<file path="src/rtl/pmtp_pkg.sv">
// pmtp_pkg: shared types and constants of the pmt section stream parser
// item structs for the input and result channels, parse phase encoding
// no dependencies
package pmtp_pkg;

    // input item: one section byte with its start flag
    typedef struct packed {
        logic [7:0] data_byte;
        logic       section_start;
    } t_in_item;

    // result item: one stream loop entry
    typedef struct packed {
        logic [7:0]  stream_type;
        logic [12:0] elementary_pid;
        logic [11:0] es_desc_len;
        logic [15:0] program_number;
        logic [12:0] pcr_pid;
        logic        last_entry;
        logic        overrun;
    } t_out_item;

    // parse phases, one-hot
    typedef enum logic [5:0] {
        PH_IDLE      = 6'b000001,
        PH_HEADER    = 6'b000010,
        PH_PROG_DESC = 6'b000100,
        PH_ENTRY     = 6'b001000,
        PH_ES_DESC   = 6'b010000,
        PH_DONE      = 6'b100000
    } t_phase;

    // header byte positions that carry fields
    localparam logic [3:0] HDR_SLEN_HI = 4'd1;
    localparam logic [3:0] HDR_SLEN_LO = 4'd2;
    localparam logic [3:0] HDR_PNUM_HI = 4'd3;
    localparam logic [3:0] HDR_PNUM_LO = 4'd4;
    localparam logic [3:0] HDR_PCR_HI  = 4'd8;
    localparam logic [3:0] HDR_PCR_LO  = 4'd9;
    localparam logic [3:0] HDR_PIL_HI  = 4'd10;
    localparam logic [3:0] HDR_PIL_LO  = 4'd11;

    // entry header byte indexes
    localparam logic [2:0] ENT_TYPE    = 3'd0;
    localparam logic [2:0] ENT_PID_HI  = 3'd1;
    localparam logic [2:0] ENT_PID_LO  = 3'd2;
    localparam logic [2:0] ENT_INFO_HI = 3'd3;
    localparam logic [2:0] ENT_INFO_LO = 3'd4;

    // fixed byte counts of the section layout
    localparam logic [12:0] HDR_TAIL_BYTES  = 13'd13;
    localparam logic [12:0] ENT_HDR_BYTES   = 13'd5;

endpackage

</file>
<file path="src/rtl/pmtp_parser.sv">
// pmtp_parser: parse state of the pmt section and result formation
// updates state once per accepted byte, flags a result in the same cycle
// depends on pmtp_pkg
module pmtp_parser (
    input  logic                i_clk,
    input  logic                i_rst_n,
    input  logic                i_item_valid,
    input  pmtp_pkg::t_in_item  i_item,
    output logic                o_res_valid,
    output pmtp_pkg::t_out_item o_res
);

    pmtp_pkg::t_phase r_phase, n_phase;
    logic [3:0]  r_byte_pos, n_byte_pos;
    logic [11:0] r_sec_len, n_sec_len;
    logic [15:0] r_prog_num, n_prog_num;
    logic [12:0] r_pcr_pid, n_pcr_pid;
    logic [3:0]  r_pil_hi, n_pil_hi;
    logic [2:0]  r_ent_idx, n_ent_idx;
    logic [7:0]  r_ent_type, n_ent_type;
    logic [12:0] r_ent_pid, n_ent_pid;
    logic [3:0]  r_ent_info_hi, n_ent_info_hi;
    logic [11:0] r_skip, n_skip;
    logic [12:0] r_loop, n_loop;

    logic [7:0]  w_b;
    logic [11:0] w_pil_full;
    logic [12:0] w_need;
    logic [11:0] w_skip_dec;
    logic [11:0] w_esl;
    logic [12:0] w_span;
    logic        w_last;
    logic        w_over;

    assign w_b        = i_item.data_byte;
    assign w_pil_full = {r_pil_hi, w_b};
    assign w_need     = {1'b0, w_pil_full} + pmtp_pkg::HDR_TAIL_BYTES;
    assign w_skip_dec = r_skip - 12'd1;
    assign w_esl      = {r_ent_info_hi, w_b};
    assign w_span     = {1'b0, w_esl} + pmtp_pkg::ENT_HDR_BYTES;
    assign w_last     = (r_loop <= w_span);
    assign w_over     = (r_loop < w_span);

    // next state for one accepted byte
    always_comb begin
        n_phase       = r_phase;
        n_byte_pos    = r_byte_pos;
        n_sec_len     = r_sec_len;
        n_prog_num    = r_prog_num;
        n_pcr_pid     = r_pcr_pid;
        n_pil_hi      = r_pil_hi;
        n_ent_idx     = r_ent_idx;
        n_ent_type    = r_ent_type;
        n_ent_pid     = r_ent_pid;
        n_ent_info_hi = r_ent_info_hi;
        n_skip        = r_skip;
        n_loop        = r_loop;
        o_res_valid   = 1'b0;

        if (i_item.section_start) begin
            n_byte_pos = 4'd1;
            n_sec_len  = '0;
            n_prog_num = '0;
            n_pcr_pid  = '0;
            n_pil_hi   = '0;
            n_phase    = pmtp_pkg::PH_HEADER;
        end else begin
            case (r_phase)
                pmtp_pkg::PH_HEADER: begin
                    case (r_byte_pos)
                        pmtp_pkg::HDR_SLEN_HI: n_sec_len  = {w_b[3:0], 8'd0};
                        pmtp_pkg::HDR_SLEN_LO: n_sec_len  = {r_sec_len[11:8], w_b};
                        pmtp_pkg::HDR_PNUM_HI: n_prog_num = {w_b, 8'd0};
                        pmtp_pkg::HDR_PNUM_LO: n_prog_num = {r_prog_num[15:8], w_b};
                        pmtp_pkg::HDR_PCR_HI:  n_pcr_pid  = {w_b[4:0], 8'd0};
                        pmtp_pkg::HDR_PCR_LO:  n_pcr_pid  = {r_pcr_pid[12:8], w_b};
                        pmtp_pkg::HDR_PIL_HI:  n_pil_hi   = w_b[3:0];
                        default: ;
                    endcase
                    if (r_byte_pos == pmtp_pkg::HDR_PIL_LO) begin
                        // loop length excludes header tail, descriptors and crc
                        n_loop = ({1'b0, r_sec_len} > w_need)
                               ? ({1'b0, r_sec_len} - w_need) : 13'd0;
                        n_skip = w_pil_full;
                        if (w_pil_full == 12'd0) begin
                            n_ent_idx = pmtp_pkg::ENT_TYPE;
                            n_phase   = (n_loop == 13'd0) ? pmtp_pkg::PH_DONE
                                                          : pmtp_pkg::PH_ENTRY;
                        end else begin
                            n_phase = pmtp_pkg::PH_PROG_DESC;
                        end
                    end else begin
                        n_byte_pos = r_byte_pos + 4'd1;
                    end
                end
                pmtp_pkg::PH_PROG_DESC, pmtp_pkg::PH_ES_DESC: begin
                    n_skip = w_skip_dec;
                    if (w_skip_dec == 12'd0) begin
                        n_ent_idx = pmtp_pkg::ENT_TYPE;
                        n_phase   = (r_loop == 13'd0) ? pmtp_pkg::PH_DONE
                                                      : pmtp_pkg::PH_ENTRY;
                    end
                end
                pmtp_pkg::PH_ENTRY: begin
                    case (r_ent_idx)
                        pmtp_pkg::ENT_TYPE:    n_ent_type    = w_b;
                        pmtp_pkg::ENT_PID_HI:  n_ent_pid     = {w_b[4:0], 8'd0};
                        pmtp_pkg::ENT_PID_LO:  n_ent_pid     = {r_ent_pid[12:8], w_b};
                        pmtp_pkg::ENT_INFO_HI: n_ent_info_hi = w_b[3:0];
                        default: ;
                    endcase
                    if (r_ent_idx != pmtp_pkg::ENT_INFO_LO) begin
                        n_ent_idx = r_ent_idx + 3'd1;
                    end else begin
                        // entry header complete: emit and move on
                        o_res_valid = 1'b1;
                        n_ent_idx   = pmtp_pkg::ENT_TYPE;
                        if (w_last) begin
                            n_loop  = '0;
                            n_phase = pmtp_pkg::PH_DONE;
                        end else begin
                            n_loop  = r_loop - w_span;
                            n_skip  = w_esl;
                            n_phase = (w_esl == 12'd0) ? pmtp_pkg::PH_ENTRY
                                                       : pmtp_pkg::PH_ES_DESC;
                        end
                    end
                end
                default: ;
            endcase
        end
    end

    // result fields
    always_comb begin
        o_res.stream_type    = r_ent_type;
        o_res.elementary_pid = r_ent_pid;
        o_res.es_desc_len    = w_esl;
        o_res.program_number = r_prog_num;
        o_res.pcr_pid        = r_pcr_pid;
        o_res.last_entry     = w_last;
        o_res.overrun        = w_over;
    end

    // state registers
    always_ff @(posedge i_clk) begin
        if (!i_rst_n) begin
            r_phase       <= pmtp_pkg::PH_IDLE;
            r_byte_pos    <= '0;
            r_sec_len     <= '0;
            r_prog_num    <= '0;
            r_pcr_pid     <= '0;
            r_pil_hi      <= '0;
            r_ent_idx     <= '0;
            r_ent_type    <= '0;
            r_ent_pid     <= '0;
            r_ent_info_hi <= '0;
            r_skip        <= '0;
            r_loop        <= '0;
        end else if (i_item_valid) begin
            r_phase       <= n_phase;
            r_byte_pos    <= n_byte_pos;
            r_sec_len     <= n_sec_len;
            r_prog_num    <= n_prog_num;
            r_pcr_pid     <= n_pcr_pid;
            r_pil_hi      <= n_pil_hi;
            r_ent_idx     <= n_ent_idx;
            r_ent_type    <= n_ent_type;
            r_ent_pid     <= n_ent_pid;
            r_ent_info_hi <= n_ent_info_hi;
            r_skip        <= n_skip;
            r_loop        <= n_loop;
        end
    end

endmodule

</file>
<file path="src/rtl/pmtp_out_fifo.sv">
// pmtp_out_fifo: two-entry result buffer between parser and output channel
// ready comes from the registered fill count, with no combinational path from the output ready
// depends on pmtp_pkg
module pmtp_out_fifo (
    input  logic                i_clk,
    input  logic                i_rst_n,
    input  logic                i_wr_valid,
    input  pmtp_pkg::t_out_item i_wr_data,
    output logic                o_wr_ready,
    output logic                o_rd_valid,
    input  logic                i_rd_ready,
    output pmtp_pkg::t_out_item o_rd_data
);

    pmtp_pkg::t_out_item r_mem [2];
    logic       r_wr_ptr;
    logic       r_rd_ptr;
    logic [1:0] r_count;
    logic       w_push;
    logic       w_pop;

    assign o_wr_ready = (r_count != 2'd2);
    assign o_rd_valid = (r_count != 2'd0);
    assign o_rd_data  = r_mem[r_rd_ptr];
    assign w_push     = i_wr_valid && o_wr_ready;
    assign w_pop      = o_rd_valid && i_rd_ready;

    // storage
    always_ff @(posedge i_clk) begin
        if (w_push) begin
            r_mem[r_wr_ptr] <= i_wr_data;
        end
    end

    // pointers and fill count
    always_ff @(posedge i_clk) begin
        if (!i_rst_n) begin
            r_wr_ptr <= 1'b0;
            r_rd_ptr <= 1'b0;
            r_count  <= 2'd0;
        end else begin
            if (w_push) begin
                r_wr_ptr <= ~r_wr_ptr;
            end
            if (w_pop) begin
                r_rd_ptr <= ~r_rd_ptr;
            end
            case ({w_push, w_pop})
                2'b10:   r_count <= r_count + 2'd1;
                2'b01:   r_count <= r_count - 2'd1;
                default: r_count <= r_count;
            endcase
        end
    end

endmodule

</file>
<file path="src/rtl/pmtp_section_stream_parser_top.sv">
// pmt_section_stream_parser_top: pmt section byte parser with result buffer
// result path: the fifth entry byte flags a result, which is registered in the output buffer
// throughput: one byte per cycle while the result buffer has room
// the two-entry output buffer keeps input ready high until both entries hold waiting results
// reset: synchronous active low, returns to idle until the next section start
// depends on pmtp_pkg, pmtp_parser, pmtp_out_fifo
module pmt_section_stream_parser_top (
    input  logic                i_clk,
    input  logic                i_rst_n,
    input  logic                i_in_valid,
    output logic                o_in_ready,
    input  pmtp_pkg::t_in_item  i_in_data,
    output logic                o_out_valid,
    input  logic                i_out_ready,
    output pmtp_pkg::t_out_item o_out_data
);

    logic                w_accept;
    logic                w_res_valid;
    pmtp_pkg::t_out_item w_res;
    logic                w_fifo_ready;

    // a byte is taken whenever the result buffer has room
    assign o_in_ready = w_fifo_ready;
    assign w_accept   = i_in_valid && w_fifo_ready;

    pmtp_parser u_parser (
        .i_clk        (i_clk),
        .i_rst_n      (i_rst_n),
        .i_item_valid (w_accept),
        .i_item       (i_in_data),
        .o_res_valid  (w_res_valid),
        .o_res        (w_res)
    );

    pmtp_out_fifo u_out_fifo (
        .i_clk      (i_clk),
        .i_rst_n    (i_rst_n),
        .i_wr_valid (w_accept && w_res_valid),
        .i_wr_data  (w_res),
        .o_wr_ready (w_fifo_ready),
        .o_rd_valid (o_out_valid),
        .i_rd_ready (i_out_ready),
        .o_rd_data  (o_out_data)
    );

endmodule
</file>
<file path="config.mk">
export PLATFORM = sky130hd
export DESIGN_NAME = pmt_section_stream_parser_top
export DESIGN_NICKNAME = d
export VERILOG_FILES = /design/src/rtl/pmtp_pkg.sv /design/src/rtl/pmtp_parser.sv /design/src/rtl/pmtp_out_fifo.sv /design/src/rtl/pmtp_section_stream_parser_top.sv
export SDC_FILE = /design/constraint.sdc
export NUM_CORES = 1
export LEC_CHECK = 0
export ABC_AREA = 1
export BUFFER_PORTS_ARGS = -buffer_cell sky130_fd_sc_hd__buf_2
export CAP_MARGIN = 20
export CORE_UTILIZATION = 50
export DETAILED_ROUTE_END_ITERATION = 8
export GPL_TIMING_DRIVEN = 0
export PLACE_DENSITY = 0.77
export SLEW_MARGIN = 20
export SYNTH_ARGS = -nofsm -noshare
export SYNTH_HDL_FRONTEND = slang
export SYNTH_SLANG_ARGS = --single-unit
</file>
<file path="constraint.sdc">
create_clock -name i_clk -period 13.7 [get_ports i_clk]
set_clock_uncertainty 0.1 [all_clocks]
set_input_delay 0.685 -clock i_clk [delete_from_list [all_inputs] [get_ports i_clk]]
set_output_delay 0.685 -clock i_clk [all_outputs]
set_load 0.005 [all_outputs]
</file>
==> impl_metrics.py <==
metrics = {
    "clock_network": {
        "htree_levels": 1,
        "cts_root_buf": "clkbuf_16",
        "ctsResizeCount": 0,
        "clock_latency_ns": 0.52,
        "clk_pin_slew_ns": 0.06,
        "ctsHoldBuffers": 0,
        "cts_tree": "done",
        "clk_path_buf_depth": 3,
        "cts_buffers": 25,
        "numClockSinks": 241,
        "cts_setup_buffers": 0,
    },
    "setup_path": {
        "start_kind": "input port",
        "reg2reg_to": "u_parser.r_loop[5]$_SDFFE_PN0P_",
        "worstPathRequired_ns": 14.07,
        "reg2reg_from": "u_parser.r_ent_info_hi[0]$_SDFFE_PN0P_",
        "rrSetupSlack_ns": 10.50,
        "cp-end-kind": "flop",
        "worst-path-max-fanout": 10,
        "critical_path_class": "input port to flop",
        "arrival_ns": 4.13,
        "rr_worst_depth": 15,
    },
    "synthesis": {
        "synth_area_leaders": "edfxtp_1 33%, dfxtp_1 19%, nand2_1 7.1%",
        "yosysWarnings": 0,
        "synth.net_count": 1278,
        "syn-cell-area_mm2": 0.01165,
        "synth_largest_area_cell": "edfxtp_1",
        "syn-instance-count": 1224,
        "synth_cell_types": 53,
        "ys_seq_area_frac": 0.5240,
        "synth.most_common_cell": "nand2_1",
        "yosys.area.top_type_share": 0.3299,
        "synth.avg_cell_area_um2": 9.520,
        "synth-main-ff-cell": "edfxtp_1",
        "synth_seq_cells": 241,
        "synthArstFlopShare": 0,
        "synth_edf_count": 128,
        "synth_commonest_cells": "221 x nand2_1, 128 x edfxtp_1, 113 x dfxtp_1, 109 x inv_1, 109 x nor2_1",
    },
    "die": {
        "initial_utilization": 0.5116,
        "fp.dieArea_mm2": 0.02392,
        "io_pins": 79,
        "core_mm2": 0.02278,
        "fp.dieH_um": 154.7,
        "row_count": 55,
        "die_x_um": 154.7,
    },
    "power_and_ir_drop": {
        "p_sw_frac": 0.2388,
        "p_seq_frac": 0.488,
        "power_frac_clock": 0.438,
        "pwr-share-comb": 0.075,
        "leakage_uw": 0.005238,
        "powerDensity_mw_per_mm2": 116.8,
        "power.net_switching_uw": 373.4,
        "finalPower_uw": 1564,
        "ir_drop_mv": 0.07396,
        "p_int_uw": 1190,
    },
    "drt": {
        "drt_iter0_markers": 851,
        "dr_total_vias": 9273,
        "totalWireLength_um": 28260,
        "routedWlPerCell_um": 16.99,
        "drc_errors": 0,
        "via_per_inst": 5.576,
        "ant_nets": 0,
        "drtPass1Iterations": 7,
    },
    "timing": {
        "max_slew_margin": 0.4961,
        "worst_slew_pin_slew_ns": 0.7559,
        "setup_tns_ns": 0,
        "slew_viol_final": 0,
        "fmax_mhz": 266.0,
        "setup_violations": 0,
        "fin_crit_ns": 3.759,
        "hold-worst-slack_ns": 0.2595,
        "period_share": 0.2744,
        "hold_viol_final": 0,
        "rsz0062_at_grt": "false",
        "setup_ws_ns": 9.941,
    },
    "job": {
        "maxCapViolCount": 0,
    },
    "grt": {
        "antenna_found_initial": 0,
        "grt_start_max_net_pins": 28,
        "grt_pass1_wl_um": 45090,
        "grt.overflow.total": 0,
        "track_usage": 0.2387,
        "grt_pass1_vias": 8942,
    },
    "hold_path": {
        "holdPathEnd": "u_out_fifo.r_mem[1][38]$_DFFE_PP_",
        "hold_path_depth": 1,
        "min_path_type": "input port to flop",
        "min-delay-start": "i_in_data[8]",
    },
    "finish": {
        "fin_nets": 1386,
        "drive_gt1_frac": 0.1830,
        "fillCellCount": 1903,
        "area_growth_pct": 14.90,
        "antenna-diode-count": 0,
        "final_area_mm2": 0.01339,
    },
    "placement": {
        "globalplace.congestion": 0.9088,
        "place_area_mm2": 0.01254,
        "place_ws_ns": 9.470,
        "hpwl_um": 20210,
        "io_buffers": 77,
    },
    "run_status": {
        "outcome": "completed",
    },
}
-- sequential cells by signal, summed over array words and instances, names as in the netlist, named ones only --
signal / cells
u_out_fifo.r_count: 2
u_parser.r_ent_info_hi: 4
u_parser.r_ent_idx: 3
u_out_fifo.r_wr_ptr: 1
u_out_fifo.r_rd_ptr: 1
u_parser.r_ent_type: 8
u_parser.r_sec_len: 12
u_parser.r_prog_num: 16
u_parser.r_phase: 6
u_parser.r_byte_pos: 4
u_parser.r_ent_pid: 13
u_parser.r_skip: 12
u_parser.r_loop: 13
u_out_fifo.r_mem: 128
u_parser.r_pcr_pid: 13
u_parser.r_pil_hi: 4
-- metal layers --
| metal | up-vias | wire [µm] | track usage |
|---|---|---|---|
| met2 | 356 | 13740 | 0.4113 |
| met4 | 0 | 997 | 0.1075 |
| li1 | 4449 | - | - |
| met5 | - | 0 | 0 |
| met1 | 4383 | 11610 | 0.2978 |
| met3 | 85 | 1912 | 0.03362 |
-- power groups by stage --
stage | logic [µW] | clock network [µW] | registers, µW
3_3_place_gp | 112 | 0 | 778
4_1_cts | 114 | 692 | 762
6_report | 117 | 685 | 762
5_1_grt | 128 | 720 | 762
2_1_floorplan | 81.7 | 0 | 777
3_5_place_dp | 114 | 0 | 778
-- cells in the final DEF, fill, tap and decap left out, types with 3 or more instances in the layout --
cell        instances
nand2_2             6
nor2_4              6
nor4_1              6
o221ai_1            4
a21oi_1           100
a21oi_2             4
clkbuf_16          28
clkinvlp_4          5
xor2_1             30
xnor2_1             7
nand2_1           221
o211ai_1           17
buf_6               3
inv_2               6
nand4_1            16
clkbuf_1           22
nand3_1            65
edfxtp_1          128
clkinv_1            4
inv_1             109
mux2_2             64
o21ai_0            53
dfxtp_1           113
a211oi_2            3
clkinv_4            3
nor2_1            107
nor3_1             30
nand3b_1            3
nor2_2              8
a211oi_1            9
ha_1               39
a31oi_1             4
buf_2              86
nor3_2              4
-- per-stage QoR --
step / util / instances
detailed placement: 0.5505 / 1618
CTS: 0.5878 / 1663
global route: 0.5878 / 1663
global placement: 0.5457 / 1614
finish: 0.5878 / 1663
floorplan: - / 1224
-- how the worst max path moves through the flow --
stage | from | endpoint | slack, ns | depth (start not counted)
floorplan | i_in_data[0] | u_out_fifo.r_mem[1][0]$_DFFE_PP_ | 8.95 | 6
global placement | i_in_data[0] | u_out_fifo.r_mem[1][24]$_DFFE_PP_ | 7.32 | 6
detailed placement | i_in_data[7] | u_parser.r_skip[11]$_SDFFE_PN0P_ | 9.47 | 16
CTS | i_in_data[7] | u_parser.r_skip[11]$_SDFFE_PN0P_ | 10.00 | 16
global route | i_in_data[7] | u_parser.r_loop[6]$_SDFFE_PN0P_ | 9.74 | 17
finish | i_in_data[4] | u_parser.r_loop[5]$_SDFFE_PN0P_ | 9.94 | 18
-- cell type report --
| class | count | area (µm²) | area share |
|---|---|---|---|
| clock inverters | 15 | 131.4 | 0.009812 |
| clock buffers | 30 | 718.2 | 0.05364 |
| flip-flops and latches | 241 | 6106 | 0.4560 |
| multi-input cells | 831 | 4954 | 0.3700 |
| plain buffers | 35 | 168.9 | 0.01262 |
| well taps | 313 | 391.6 | 0.02925 |
| inverters | 117 | 439.2 | 0.03280 |
| repair buffers | 81 | 480.5 | 0.03588 |
-- logic make-up (layout without fill, tap and decap cells) --
kind of cell / count (synthesis) / in the layout / synth area share
muxes: 64 / 64 / 0.06185
xor gates and xnor gates: 37 / 37 / 0.02781
DFF: 241 / 241 / 0.5240
adders and majority gates: 41 / 41 / 0.04531
AOI/OAI and AO/OA: 209 / 209 / 0.1045
buffers and inverters: 152 / 278 / 0.05218
and+or+nand+nor: 480 / 480 / 0.1844
-- critical path, stage by stage --
cell,delay (ns)
buf_2,0.22
inv_1,0.29
nor2_1,0.31
nand3_1,0.16
nor2_1,0.19
nand2_1,0.09
xor2_1,0.16
ha_1,0.36
nand2_1,0.14
nor3_2,0.17
nand4_1,0.12
o21ai_2,0.34
nand2_2,0.15
nor2_4,0.20
inv_2,0.15
o21ai_0,0.20
o211ai_1,0.11
inv_1,0.08
Power figures use the tool's default switching activity.
